==> config.mk <==
export PLATFORM = sky130hd
export DESIGN_NAME = generational_handle_table
export DESIGN_NICKNAME = d
export VERILOG_FILES = /design/src/rtl/core/ght_pkg.sv /design/src/rtl/core/ght_ram.sv /design/src/rtl/core/generational_handle_table.sv
export SDC_FILE = /design/constraint.sdc
export NUM_CORES = 2
export LEC_CHECK = 0
export ABC_AREA = 1
export BUFFER_PORTS_ARGS = -buffer_cell sky130_fd_sc_hd__buf_2
export CAP_MARGIN = 30
export CORE_ASPECT_RATIO = 1.4
export CORE_MARGIN = 2
export CORE_UTILIZATION = 40
export DETAILED_ROUTE_END_ITERATION = 10
export HOLD_SLACK_MARGIN = 0.05
export SYNTH_ARGS = -nofsm -noshare
export SYNTH_HDL_FRONTEND = slang
export SYNTH_SLANG_ARGS = --single-unit
==> constraint.sdc <==
create_clock -name i_clk -period 5.31 [get_ports i_clk]
set_input_delay 0.531 -clock i_clk [delete_from_list [all_inputs] [get_ports i_clk]]
set_output_delay 0.531 -clock i_clk [all_outputs]
set_load 0.01 [all_outputs]
==> src/rtl/core/ght_pkg.sv <==
package ght_pkg;

    // default sizes
    localparam int SLOTS_DEF       = 64;
    localparam int STACK_DEPTH_DEF = 16;
    localparam int GEN_WIDTH_DEF   = 16;

    localparam int CMD_W  = 3;
    localparam int STAT_W = 3;

    // command codes
    localparam logic [CMD_W-1:0] CMD_CREATE = 3'd0;
    localparam logic [CMD_W-1:0] CMD_DELETE = 3'd1;
    localparam logic [CMD_W-1:0] CMD_CHECK  = 3'd2;
    localparam logic [CMD_W-1:0] CMD_PUSH   = 3'd3;
    localparam logic [CMD_W-1:0] CMD_POP    = 3'd4;
    localparam logic [CMD_W-1:0] CMD_TOP    = 3'd5;
    localparam logic [CMD_W-1:0] CMD_CLEAR  = 3'd6;

    // status codes
    localparam logic [STAT_W-1:0] STAT_OK        = 3'd0;
    localparam logic [STAT_W-1:0] STAT_INVALID   = 3'd1;
    localparam logic [STAT_W-1:0] STAT_FULL      = 3'd2;
    localparam logic [STAT_W-1:0] STAT_STK_EMPTY = 3'd3;
    localparam logic [STAT_W-1:0] STAT_STK_FULL  = 3'd4;

    // RAM port strobes
    typedef struct packed {
        logic we;
        logic re;
    } t_ram_ctl;

endpackage

==> src/rtl/core/ght_ram.sv <==
// Simple dual-port RAM, registered read.
module ght_ram #(
    parameter int DEPTH = ght_pkg::SLOTS_DEF,
    parameter int AW    = $clog2(ght_pkg::SLOTS_DEF),
    parameter int DW    = ght_pkg::GEN_WIDTH_DEF
) (
    input  logic               i_clk,
    input  ght_pkg::t_ram_ctl  i_ctl,
    input  logic [AW-1:0]      i_waddr,
    input  logic [DW-1:0]      i_wdata,
    input  logic [AW-1:0]      i_raddr,
    output logic [DW-1:0]      o_rdata
);

    logic [DW-1:0] mem [DEPTH];
    logic [DW-1:0] r_rdata;

    always_ff @(posedge i_clk) begin
        if (i_ctl.we) begin
            mem[i_waddr] <= i_wdata;
        end
        if (i_ctl.re) begin
            r_rdata <= mem[i_raddr];
        end
    end

    assign o_rdata = r_rdata;

endmodule

==> src/rtl/core/generational_handle_table.sv <==
// Pop, empty-stack top, fresh or table-full create, unused codes and uncreated indexes finish
//   from idle; free-list create, delete, check, push read a slot; top reads the stack, then
//   a slot if created. Clear sweeps one created slot per cycle through the slot RAM port.
// Throughput: one transaction in flight; the next is accepted in the o_done cycle at best.
// Reset: synchronous, active low; free list empty, no slots created, stack empty.
// o_done lasts one cycle; the receiver cannot stall results.
module generational_handle_table #(
    parameter int SLOTS       = ght_pkg::SLOTS_DEF,
    parameter int STACK_DEPTH = ght_pkg::STACK_DEPTH_DEF,
    parameter int GEN_WIDTH   = ght_pkg::GEN_WIDTH_DEF
) (
    input  logic                       i_clk,
    input  logic                       i_rst_n,
    input  logic                       start,
    output logic                       busy,
    input  logic [ght_pkg::CMD_W-1:0]  i_command,
    input  logic [$clog2(SLOTS)-1:0]   i_handle_index,
    input  logic [GEN_WIDTH-1:0]       i_handle_generation,
    output logic                       o_done,
    output logic [ght_pkg::STAT_W-1:0] o_status,
    output logic [$clog2(SLOTS)-1:0]   o_out_index,
    output logic [GEN_WIDTH-1:0]       o_out_generation,
    output logic                       o_is_valid
);

    localparam int IDX_W   = $clog2(SLOTS);
    localparam int CNT_W   = $clog2(SLOTS + 1);           // holds SLOTS itself
    localparam int SP_W    = $clog2(STACK_DEPTH + 1);
    localparam int SA_W    = (STACK_DEPTH > 1) ? $clog2(STACK_DEPTH) : 1;
    localparam int SLOT_DW = CNT_W + GEN_WIDTH;           // {next_free, gen}
    localparam int STK_DW  = IDX_W + GEN_WIDTH;           // {index, gen}

    localparam logic [CNT_W-1:0] EMPTY    = CNT_W'(SLOTS);
    localparam logic [SP_W-1:0]  STK_FULL = SP_W'(STACK_DEPTH);

    // sequencer states
    localparam logic [2:0] S_IDLE   = 3'd0;
    localparam logic [2:0] S_SLOT   = 3'd1;   // slot word back for create/delete/check/push
    localparam logic [2:0] S_TOPRD  = 3'd2;   // stack word back for top
    localparam logic [2:0] S_TOPCHK = 3'd3;   // slot word back for top's validity check
    localparam logic [2:0] S_CLR    = 3'd4;   // clear sweep, one slot per cycle

    // control state
    logic [2:0]       r_state,     n_state;
    logic [CNT_W-1:0] r_free_head, n_free_head;
    logic [CNT_W-1:0] r_created,   n_created;
    logic [SP_W-1:0]  r_sp,        n_sp;
    logic             r_done,      n_done;

    // latched transaction and sweep pointer
    logic [ght_pkg::CMD_W-1:0] r_cmd, n_cmd;
    logic [IDX_W-1:0]          r_idx, n_idx;
    logic [GEN_WIDTH-1:0]      r_gen, n_gen;
    logic [IDX_W-1:0]          r_ci,  n_ci;

    // result registers
    logic [ght_pkg::STAT_W-1:0] r_status, n_status;
    logic [IDX_W-1:0]           r_oidx,   n_oidx;
    logic [GEN_WIDTH-1:0]       r_ogen,   n_ogen;
    logic                       r_valid,  n_valid;

    // RAM ports
    ght_pkg::t_ram_ctl    slot_ctl, stk_ctl;
    logic [IDX_W-1:0]     slot_waddr, slot_raddr;
    logic [SLOT_DW-1:0]   slot_wdata, slot_rdata;
    logic [SA_W-1:0]      stk_waddr, stk_raddr;
    logic [STK_DW-1:0]    stk_wdata, stk_rdata;

    logic [CNT_W-1:0]     rd_next;
    logic [GEN_WIDTH-1:0] rd_gen, rd_gen_inc;
    logic [IDX_W-1:0]     stk_idx;
    logic [GEN_WIDTH-1:0] stk_gen;
    logic [SP_W-1:0]      sp_m1;
    logic [IDX_W-1:0]     ci_m1, ci_p1;
    logic [CNT_W-1:0]     created_m1;
    logic                 gen_match;

    ght_ram #(
        .DEPTH (SLOTS),
        .AW    (IDX_W),
        .DW    (SLOT_DW)
    ) u_slot_ram (
        .i_clk   (i_clk),
        .i_ctl   (slot_ctl),
        .i_waddr (slot_waddr),
        .i_wdata (slot_wdata),
        .i_raddr (slot_raddr),
        .o_rdata (slot_rdata)
    );

    ght_ram #(
        .DEPTH (STACK_DEPTH),
        .AW    (SA_W),
        .DW    (STK_DW)
    ) u_stack_ram (
        .i_clk   (i_clk),
        .i_ctl   (stk_ctl),
        .i_waddr (stk_waddr),
        .i_wdata (stk_wdata),
        .i_raddr (stk_raddr),
        .o_rdata (stk_rdata)
    );

    assign rd_next    = slot_rdata[SLOT_DW-1:GEN_WIDTH];
    assign rd_gen     = slot_rdata[GEN_WIDTH-1:0];
    assign rd_gen_inc = rd_gen + GEN_WIDTH'(1);      // wraps modulo 2^GEN_WIDTH
    assign stk_idx    = stk_rdata[STK_DW-1:GEN_WIDTH];
    assign stk_gen    = stk_rdata[GEN_WIDTH-1:0];
    assign sp_m1      = r_sp - SP_W'(1);
    assign ci_m1      = r_ci - IDX_W'(1);
    assign ci_p1      = r_ci + IDX_W'(1);
    assign created_m1 = r_created - CNT_W'(1);
    assign gen_match  = (rd_gen == r_gen);

    // One transaction at a time: outside the clear sweep a slot write lands on the
    // edge that closes the transaction, so the next read never overlaps it. During the
    // clear sweep the write of slot i and the read of slot i+1 share a cycle
    // but never an address.
    always_comb begin
        n_state     = r_state;
        n_free_head = r_free_head;
        n_created   = r_created;
        n_sp        = r_sp;
        n_cmd       = r_cmd;
        n_idx       = r_idx;
        n_gen       = r_gen;
        n_ci        = r_ci;
        n_done      = 1'b0;
        n_status    = ght_pkg::STAT_OK;
        n_oidx      = '0;
        n_ogen      = '0;
        n_valid     = 1'b0;

        slot_ctl    = '0;
        slot_waddr  = r_idx;
        slot_wdata  = {r_free_head, rd_gen_inc};
        slot_raddr  = i_handle_index;
        stk_ctl     = '0;
        stk_waddr   = r_sp[SA_W-1:0];
        stk_wdata   = {r_idx, r_gen};
        stk_raddr   = sp_m1[SA_W-1:0];

        case (r_state)
            S_IDLE: begin
                if (start) begin
                    n_cmd = i_command;
                    n_idx = i_handle_index;
                    n_gen = i_handle_generation;
                    case (i_command)
                        ght_pkg::CMD_CREATE: begin
                            if (r_free_head < EMPTY) begin
                                slot_ctl.re = 1'b1;
                                slot_raddr  = r_free_head[IDX_W-1:0];
                                n_state     = S_SLOT;
                            end else if (r_created < EMPTY) begin
                                // fresh slot starts at generation 1
                                slot_ctl.we = 1'b1;
                                slot_waddr  = r_created[IDX_W-1:0];
                                slot_wdata  = {EMPTY, GEN_WIDTH'(1)};
                                n_created   = r_created + CNT_W'(1);
                                n_done      = 1'b1;
                                n_oidx      = r_created[IDX_W-1:0];
                                n_ogen      = GEN_WIDTH'(1);
                                n_valid     = 1'b1;
                            end else begin
                                n_done   = 1'b1;
                                n_status = ght_pkg::STAT_FULL;
                            end
                        end
                        ght_pkg::CMD_DELETE,
                        ght_pkg::CMD_CHECK,
                        ght_pkg::CMD_PUSH: begin
                            if (CNT_W'(i_handle_index) < r_created) begin
                                slot_ctl.re = 1'b1;
                                n_state     = S_SLOT;
                            end else begin
                                n_done   = 1'b1;
                                n_status = ght_pkg::STAT_INVALID;
                            end
                        end
                        ght_pkg::CMD_POP: begin
                            n_done = 1'b1;
                            if (r_sp == '0) begin
                                n_status = ght_pkg::STAT_STK_EMPTY;
                            end else begin
                                n_sp = sp_m1;
                            end
                        end
                        ght_pkg::CMD_TOP: begin
                            if (r_sp == '0) begin
                                n_done   = 1'b1;
                                n_status = ght_pkg::STAT_STK_EMPTY;
                            end else begin
                                stk_ctl.re = 1'b1;
                                n_state    = S_TOPRD;
                            end
                        end
                        ght_pkg::CMD_CLEAR: begin
                            n_free_head = EMPTY;
                            if (r_created == '0) begin
                                n_done = 1'b1;
                            end else begin
                                slot_ctl.re = 1'b1;
                                slot_raddr  = '0;
                                n_ci        = '0;
                                n_state     = S_CLR;
                            end
                        end
                        default: begin
                            n_done = 1'b1;
                        end
                    endcase
                end
            end

            S_SLOT: begin
                n_done  = 1'b1;
                n_state = S_IDLE;
                case (r_cmd)
                    ght_pkg::CMD_CREATE: begin
                        // pop head of free list
                        n_oidx      = r_free_head[IDX_W-1:0];
                        n_ogen      = rd_gen;
                        n_valid     = 1'b1;
                        n_free_head = rd_next;
                    end
                    ght_pkg::CMD_DELETE: begin
                        if (gen_match) begin
                            slot_ctl.we = 1'b1;
                            n_free_head = CNT_W'(r_idx);
                            n_valid     = 1'b1;
                        end else begin
                            n_status = ght_pkg::STAT_INVALID;
                        end
                    end
                    ght_pkg::CMD_CHECK: begin
                        if (gen_match) begin
                            n_valid = 1'b1;
                        end else begin
                            n_status = ght_pkg::STAT_INVALID;
                        end
                    end
                    ght_pkg::CMD_PUSH: begin
                        if (!gen_match) begin
                            n_status = ght_pkg::STAT_INVALID;
                        end else begin
                            n_valid = 1'b1;
                            if (r_sp >= STK_FULL) begin
                                n_status = ght_pkg::STAT_STK_FULL;
                            end else begin
                                stk_ctl.we = 1'b1;
                                n_sp       = r_sp + SP_W'(1);
                            end
                        end
                    end
                    default: begin
                        n_status = ght_pkg::STAT_OK;
                    end
                endcase
            end

            S_TOPRD: begin
                n_idx = stk_idx;
                n_gen = stk_gen;
                if (CNT_W'(stk_idx) < r_created) begin
                    slot_ctl.re = 1'b1;
                    slot_raddr  = stk_idx;
                    n_state     = S_TOPCHK;
                end else begin
                    n_done  = 1'b1;
                    n_oidx  = stk_idx;
                    n_ogen  = stk_gen;
                    n_state = S_IDLE;
                end
            end

            S_TOPCHK: begin
                n_done  = 1'b1;
                n_oidx  = r_idx;
                n_ogen  = r_gen;
                n_valid = gen_match;
                n_state = S_IDLE;
            end

            S_CLR: begin
                // bump generation, link to the previous slot; slot 0 ends the list
                slot_ctl.we = 1'b1;
                slot_waddr  = r_ci;
                slot_wdata  = {((r_ci == '0) ? EMPTY : CNT_W'(ci_m1)), rd_gen_inc};
                if (CNT_W'(r_ci) == created_m1) begin
                    n_free_head = CNT_W'(r_ci);
                    n_done      = 1'b1;
                    n_state     = S_IDLE;
                end else begin
                    slot_ctl.re = 1'b1;
                    slot_raddr  = ci_p1;
                    n_ci        = ci_p1;
                end
            end

            default: begin
                n_state = S_IDLE;
            end
        endcase
    end

    always_ff @(posedge i_clk) begin
        if (!i_rst_n) begin
            r_state     <= S_IDLE;
            r_free_head <= EMPTY;
            r_created   <= '0;
            r_sp        <= '0;
            r_done      <= 1'b0;
        end else begin
            r_state     <= n_state;
            r_free_head <= n_free_head;
            r_created   <= n_created;
            r_sp        <= n_sp;
            r_done      <= n_done;
        end
    end

    always_ff @(posedge i_clk) begin
        r_cmd    <= n_cmd;
        r_idx    <= n_idx;
        r_gen    <= n_gen;
        r_ci     <= n_ci;
        r_status <= n_status;
        r_oidx   <= n_oidx;
        r_ogen   <= n_ogen;
        r_valid  <= n_valid;
    end

    assign busy             = (r_state != S_IDLE);
    assign o_done           = r_done;
    assign o_status         = r_status;
    assign o_out_index      = r_oidx;
    assign o_out_generation = r_ogen;
    assign o_is_valid       = r_valid;

    // result strobe only fires once the sequencer is back in idle
    a_done_idle: assert property (@(posedge i_clk) disable iff (!i_rst_n)
        r_done |-> (r_state == S_IDLE))
        else $error("result strobe while sequencer busy");

    // free list head is empty or names a created slot
    a_head_created: assert property (@(posedge i_clk) disable iff (!i_rst_n)
        (r_free_head == EMPTY) || (r_free_head < r_created))
        else $error("free list head outside created slots");

    // created count never shrinks
    a_created_mono: assert property (@(posedge i_clk) disable iff (!i_rst_n)
        $past(i_rst_n) |-> (r_created >= $past(r_created)))
        else $error("created count decreased");

    // stack pointer stays within depth
    a_sp_range: assert property (@(posedge i_clk) disable iff (!i_rst_n)
        r_sp <= STK_FULL)
        else $error("stack pointer overflow");

endmodule
Word-level counts from Yosys, hierarchy flattened
Memory sizes are Yosys's and may differ from the RTL's. A register that Yosys moved wholly into a read port is not among the register bits.
Index checks and enable logic that the tools add are counted.

operators by class
  add/subtract/negate cells = 7
  multipliers = 0
  divide/modulo/power cells = 0
  $lt $le $gt $ge = 5
  equality and inequality tests = 32
  shift operators = 0
  mux-type cells = 112
  bitwise logic cells = 1
  reduce and logical (&&, ||, !) cells = 23

operators by type and width
  operator                 count
  $mux W6                  20
  $mux W23                 4
  $pmux W16 S4             1
  $mux W16                 3
  $pmux W6 S2              4
  $pmux W23 S2             1
  $mux W1                  36
  $mux W7                  5
  $pmux W16 S2             1
  $mux W5                  6
  $mux W3                  8
  $pmux W6 S4              1
  $pmux W7 S3              1
  $eq A3 B2 Y1 const B     6
  $pmux W6 S3              1
  $add A16 B1 Y16 const B  1
  $eq A16 B16 Y1           1
  $ne A3 B3 Y1 const B     5
  $lt A6 B7 Y1             2
  $lt A7 B7 Y1 const B     2
  $ne A2 B2 Y1 const B     7
  $pmux W7 S2              1
  $reduce_and A7 Y1        2
  $eq A3 B3 Y1 const B     4
  33 further kinds         57

storage, ports and cells
  register bits after elaboration = 80
  bits in latches = 0
  memory bits (writable) = 1824
  bits in read-only memories = 0
  input port bits = 28
  output and inout port bits = 28
  logic and storage cells = 195
  memories = 2

memory list
  memory           words  width  read ports  clocked after memory_dff  write ports  RTL line       source
  u_slot_ram.mem   64     23     1           1                         1            ght_ram.sv:15  logic [DW-1:0] mem [DEPTH];
  u_stack_ram.mem  16     22     1           1                         1            ght_ram.sv:15

Logic depth before layout (Yosys ltp)
  depth in word-level cells = 8
  depth in mapped cells = 23
  gate-level depth less buffers = 21

Cells and area by module
From an unflattened synthesis, not the netlist that was laid out.

second synthesis, totals
  cells, all modules = 7348
  area, all modules = 81635.8 um^2

by module, submodules not included
  module                     times used  cells each  area each (um^2)  seq. area each (um^2)
  ght_ram at u_slot_ram      1           5031        60195.2           44893.1
  ght_ram at u_stack_ram     1           1466        15870.2           11230.8
  generational_handle_table  1           851         5570.3            1911.8

Least setup slack after synthesis
OpenSTA, ideal clock, no wires.

  path kind = reg-to-reg
  start point = register u_slot_ram.r_rdata[0], in the netlist u_slot_ram.o_rdata[0], read port of u_slot_ram.mem
  end point = memory u_slot_ram.mem[0][13] (netlist bit) (data pin)
  library setup time = 0.681 ns
  arrival time = 3.982 ns
  data required time = 4.629 ns
  setup slack = 0.647 ns
  stages on the path, launching flop included = 13
  buffers on the path = 0
  period minus slack after synthesis = 4.663 ns
  cell sequence = edfxtp_1 > nand3_1 > nor3_1 > nand2_1 > nor2_1 > inv_1 > nor2_1 > inv_1 > nor2_1 > inv_1 > nor2_1 > a21oi_1 > nor3_1

on the way
  word-level cells in the longest chain between the ends = 6

RTL lines
  element                   RTL line                          source
  start, declared           ght_ram.sv:16                     logic [DW-1:0] r_rdata;
  $add A16 B1 Y16 *         generational_handle_table.sv:106  assign rd_gen_inc = rd_gen + GEN_WIDTH'(1);
  $mux W23                  generational_handle_table.sv:155  end else if (r_created < EMPTY) begin
  $mux W23                  generational_handle_table.sv:151  if (r_free_head < EMPTY) begin
  $mux W23                  generational_handle_table.sv:149  case (i_command)
  $mux W23                  generational_handle_table.sv:145  if (start) begin
  $pmux W23 S2 *            generational_handle_table.sv:143  case (r_state)
  named net slot_wdata[13]  generational_handle_table.sv:65   logic [SLOT_DW-1:0] slot_wdata, slot_rdata;
  end, declared             ght_ram.sv:15

The timed path passes the listed nets; every way through them passes the cells marked *.

Worst setup path in the final report
  start point = register r_created[4]
  end point = register u_slot_ram.r_rdata[11], in the netlist u_slot_ram.o_rdata[11], read port of u_slot_ram.mem (data pin)

on the way
  word-level cells in the longest chain between the ends = 5
  elaborated cells on any way between the ends = 18
  classes of those cells = 1 x add/sub; 2 x order compare; 1 x eq/ne; 13 x mux; 1 x reduce/logical

RTL lines
  element                                           RTL line                                                            source
  start, declared                                   generational_handle_table.sv:46                                     logic [CNT_W-1:0] r_created, n_created;
  start signal, assigned                            generational_handle_table.sv:317                                    r_created <= n_created;
  $lt A6 B7 Y1 or $logic_not A7 Y1 (tied branches)  generational_handle_table.sv:173, generational_handle_table.sv:200
  $mux W1 (tied with other cells)                   generational_handle_table.sv:173                                    if (CNT_W'(i_handle_index) < r_created) begin
  $pmux W1 S3 or $pmux W6 S2 (tied branches)        generational_handle_table.sv:149
  $mux W2 or $mux W6 (tied branches)                generational_handle_table.sv:145
  $pmux W1 S3 or $pmux W6 S3 (tied branches)        generational_handle_table.sv:143

Parallel ways exist; a longest one is shown, timed or not.
A chain may end at the register's enable or synchronous reset.

==> flow_metrics.py <==
metrics = {
    "place": {
        "preCtsSetupSlack_ps": 652,
        "numPortBuffers": 55,
        "dp_hpwl_mm": 136,
        "finalWeightedCongestion": 0.895,
    },
    "grt": {
        "grt_pass1_vias": 54400,
        "overflow": 0,
        "grt_first_pass_wirelength_mm": 361,
        "grt_use_total": 0.222,
        "grt_max_degree": 189,
        "antenna_found_initial": 4,
    },
    "worst_setup_path": {
        "path_class": "reg -> reg",
        "endpoint_kind": "flop",
        "cp.arrival_ps": 5590,
        "crit_path_start_kind": "flop",
        "crit_path_max_fanout": 139,
        "critPathRequiredTime_ps": 5990,
    },
    "timing": {
        "fin_tns_setup_ps": 0,
        "report.final.slew_viol_count": 0,
        "worst_slew_pin_slew_ps": 1170,
        "clock_skew_ps": 35.5,
        "finalHoldViolations": 0,
        "hold_ws_ps": 145,
        "max_freq_mhz": 203,
        "min_period_ps": 4920,
        "setup_ws_ps": 394,
        "rsz0062_at_grt": "false",
        "fin_crit_sh": 0.926,
        "max_slew_margin": 0.221,
        "setup_viol": 0,
    },
    "logic_synthesis": {
        "async_flop_share": 0,
        "synth_top_cell_by_area": "edfxtp_1",
        "ys.flop_type": "edfxtp_1",
        "syn-num-nets": 7507,
        "yosys-top-cells-area": "edfxtp_1, nand3_1, nand3b_1, nand2_1, inv_1",
        "ys_types": 54,
        "yosysSeqAreaShare": 0.683,
        "synth_edf_count": 1900,
        "synth.most_common_cell": "edfxtp_1",
        "yosys_warnings": 0,
        "netlist_area_mm2": 0.0849,
        "syn_inst": 7458,
        "synth_top_area_share": 0.672,
        "ys_seq_elements": 1949,
        "syn_avg_cell_area_um2": 11.4,
        "yosys-top-cells-count": "edfxtp_1, nand3_1, nand2_1",
    },
    "drt": {
        "detail_route.wl_per_cell_um": 23.5,
        "vias": 57100,
        "vias_per_cell": 5.46,
        "drtIter0Drc": 6268,
        "ant_nets": 0,
        "dr.pass1.iters": 7,
        "drc_errors": 0,
        "wl_mm": 246,
    },
    "cts": {
        "insertion_delay_ps": 840,
        "h-tree-depth": 4,
        "tritoncts": "built",
        "numClockSinks": 1949,
        "cts_buffers": 183,
        "path_clk_slew_ps": 60,
        "cts_buffer_depth": 3,
        "root_buffer": "clkbuf_16",
        "post_cts_buffers": 0,
    },
    "die": {
        "io_pins": 56,
        "die-area_mm2": 0.216,
        "core_area_mm2": 0.211,
        "start_util": 0.402,
        "die_w_um": 393,
        "fp.dieH_um": 549,
        "std_cell_rows": 200,
    },
    "power": {
        "peakVddDrop_mv": 0.268,
        "finalPower_mw": 35.7,
        "p_leak_nw": 35.3,
        "p_per_area_mw_per_mm2": 372,
    },
    "final_layout": {
        "drive_gt1_frac": 0.0926,
        "areaGrowthSynthToFinish_pct": 12.9,
        "fillCellCount": 19000,
        "fin_nets": 7504,
        "fin_util": 0.453,
    },
    "worst_hold_path": {
        "hp-class": "in -> reg",
    },
    "job": {
        "maxCapViolCount": 0,
    },
    "status": {
        "outcome": "finished, final reports clean",
    },
}
==> what timing repair did <==
action                     in CTS  in global routing
hold buffers                   20                  0
resized for setup               0                  0
hold endpoints to repair       21                  0
setup endpoints to repair       0                  0
==> sequential cells by signal, indices dropped and copies added, names as in the netlist <==
signal               flops
o_out_index              6
o_done                   1
o_status                 3
r_free_head              7
r_cmd                    3
r_state                  3
u_stack_ram.o_rdata     22
o_out_generation        16
u_slot_ram.mem        1472
u_stack_ram.mem        352
r_sp                     5
r_idx                    6
r_created                7
r_gen                   16
o_is_valid               1
r_ci                     6
u_slot_ram.o_rdata      23
==> worst max-delay path, stage by stage, from the launching register on <==
cell and delay (ps):
dfxtp_1 500, inv_2 120, ha_1 330, a21o_1 160, a22oi_1 230, nand2_1 140
nand2_1 150, nand3_2 190, a21oi_4 350, buf_12 420, buf_4 630, nand3_1 160
nand3_1 110, nand3_1 170, nand3_1 210, nand3_1 290, nand2_1 180
==> power breakdown <==
part           switching [mW]  total (mW)  leakage (nW)  internal, mW
registers               0.126        17.3          17.6          17.1
logic                    3.54        4.84          14.6          1.30
clock network            5.81        13.6          3.03          7.76
==> cells by family (layout without fill, tap and decap cells) <==
family / count (synthesis) / count (layout) / share of synthesized area
xor+xnor: 18 / 18 / 0.00186
fa+ha+maj: 21 / 21 / 0.00309
buf+inv: 1333 / 1489 / 0.0625
compound gates: 395 / 395 / 0.0299
mux: 23 / 23 / 0.00271
flops: 1949 / 1949 / 0.683
other cells: 0 / 2 / 0
simple gates: 3719 / 3719 / 0.216
==> per-layer routing <==
metal / track usage / up-vias / wire length [µm]
li1: - / 26100 / -
met1: 0.279 / 28200 / 95400
met2: 0.388 / 2356 / 123000
met3: 0.0265 / 434 / 16800
met4: 0.0943 / 0 / 11000
met5: 0 / - / 0
==> final cells by class <==
cell class                 instances  area, µm²  area share
clock buffer                     228       4910      0.0512
tap                             2828       3540      0.0369
sequential                      1949      58000       0.605
inverter                         848       3200      0.0334
antenna                            2       5.00   0.0000522
clock inverter                   116       1300      0.0135
timing repair buffer             297       2800      0.0292
multi-input combinational       4176      22100       0.230
==> per-stage QoR <==
stage | cell area, µm² | std cells
CTS | 95800 | 10400
global placement | 89300 | 10100
floorplan | 84900 | 7458
finish | 95900 | 10400
detailed placement | 89400 | 10100
global route | 95900 | 10400
==> path summary, 6_finish.rpt <==
| path | from | end | slack [ps] | cells after the start |
|---|---|---|---|---|
| max | r_created[4] | u_slot_ram.o_rdata[11] | 390 | 16 |
| min | start | o_status[1] | 150 | 3 |
| max reg2reg | r_created[4] | u_slot_ram.o_rdata[11] | 390 | 16 |
| min reg2reg | u_stack_ram.o_rdata[13] | r_gen[13] | 540 | 2 |
==> placed cells by master (no fill, tap or decap), types with 10 or more instances in the layout <==
cell / count
inv_2: 10
mux2i_1: 23
o21ai_0: 185
clkbuf_16: 185
a21oi_1: 33
buf_4: 170
nor2_2: 85
nand3_1: 1509
edfxtp_1: 1900
buf_2: 56
or2_2: 11
nand3b_1: 634
xor2_1: 11
clkinv_2: 30
o211ai_1: 24
dlygate4sd3_1: 20
dfxtp_1: 48
nor2_4: 12
a22oi_1: 15
o221ai_1: 24
bufinv_16: 24
clkbuf_8: 12
nand4_1: 14
nor2_1: 327
clkinv_1: 45
buf_12: 48
ha_1: 20
o32ai_1: 65
clkbuf_1: 31
nand2_1: 1099
inv_1: 831
(Power assumes the default switching activity.)
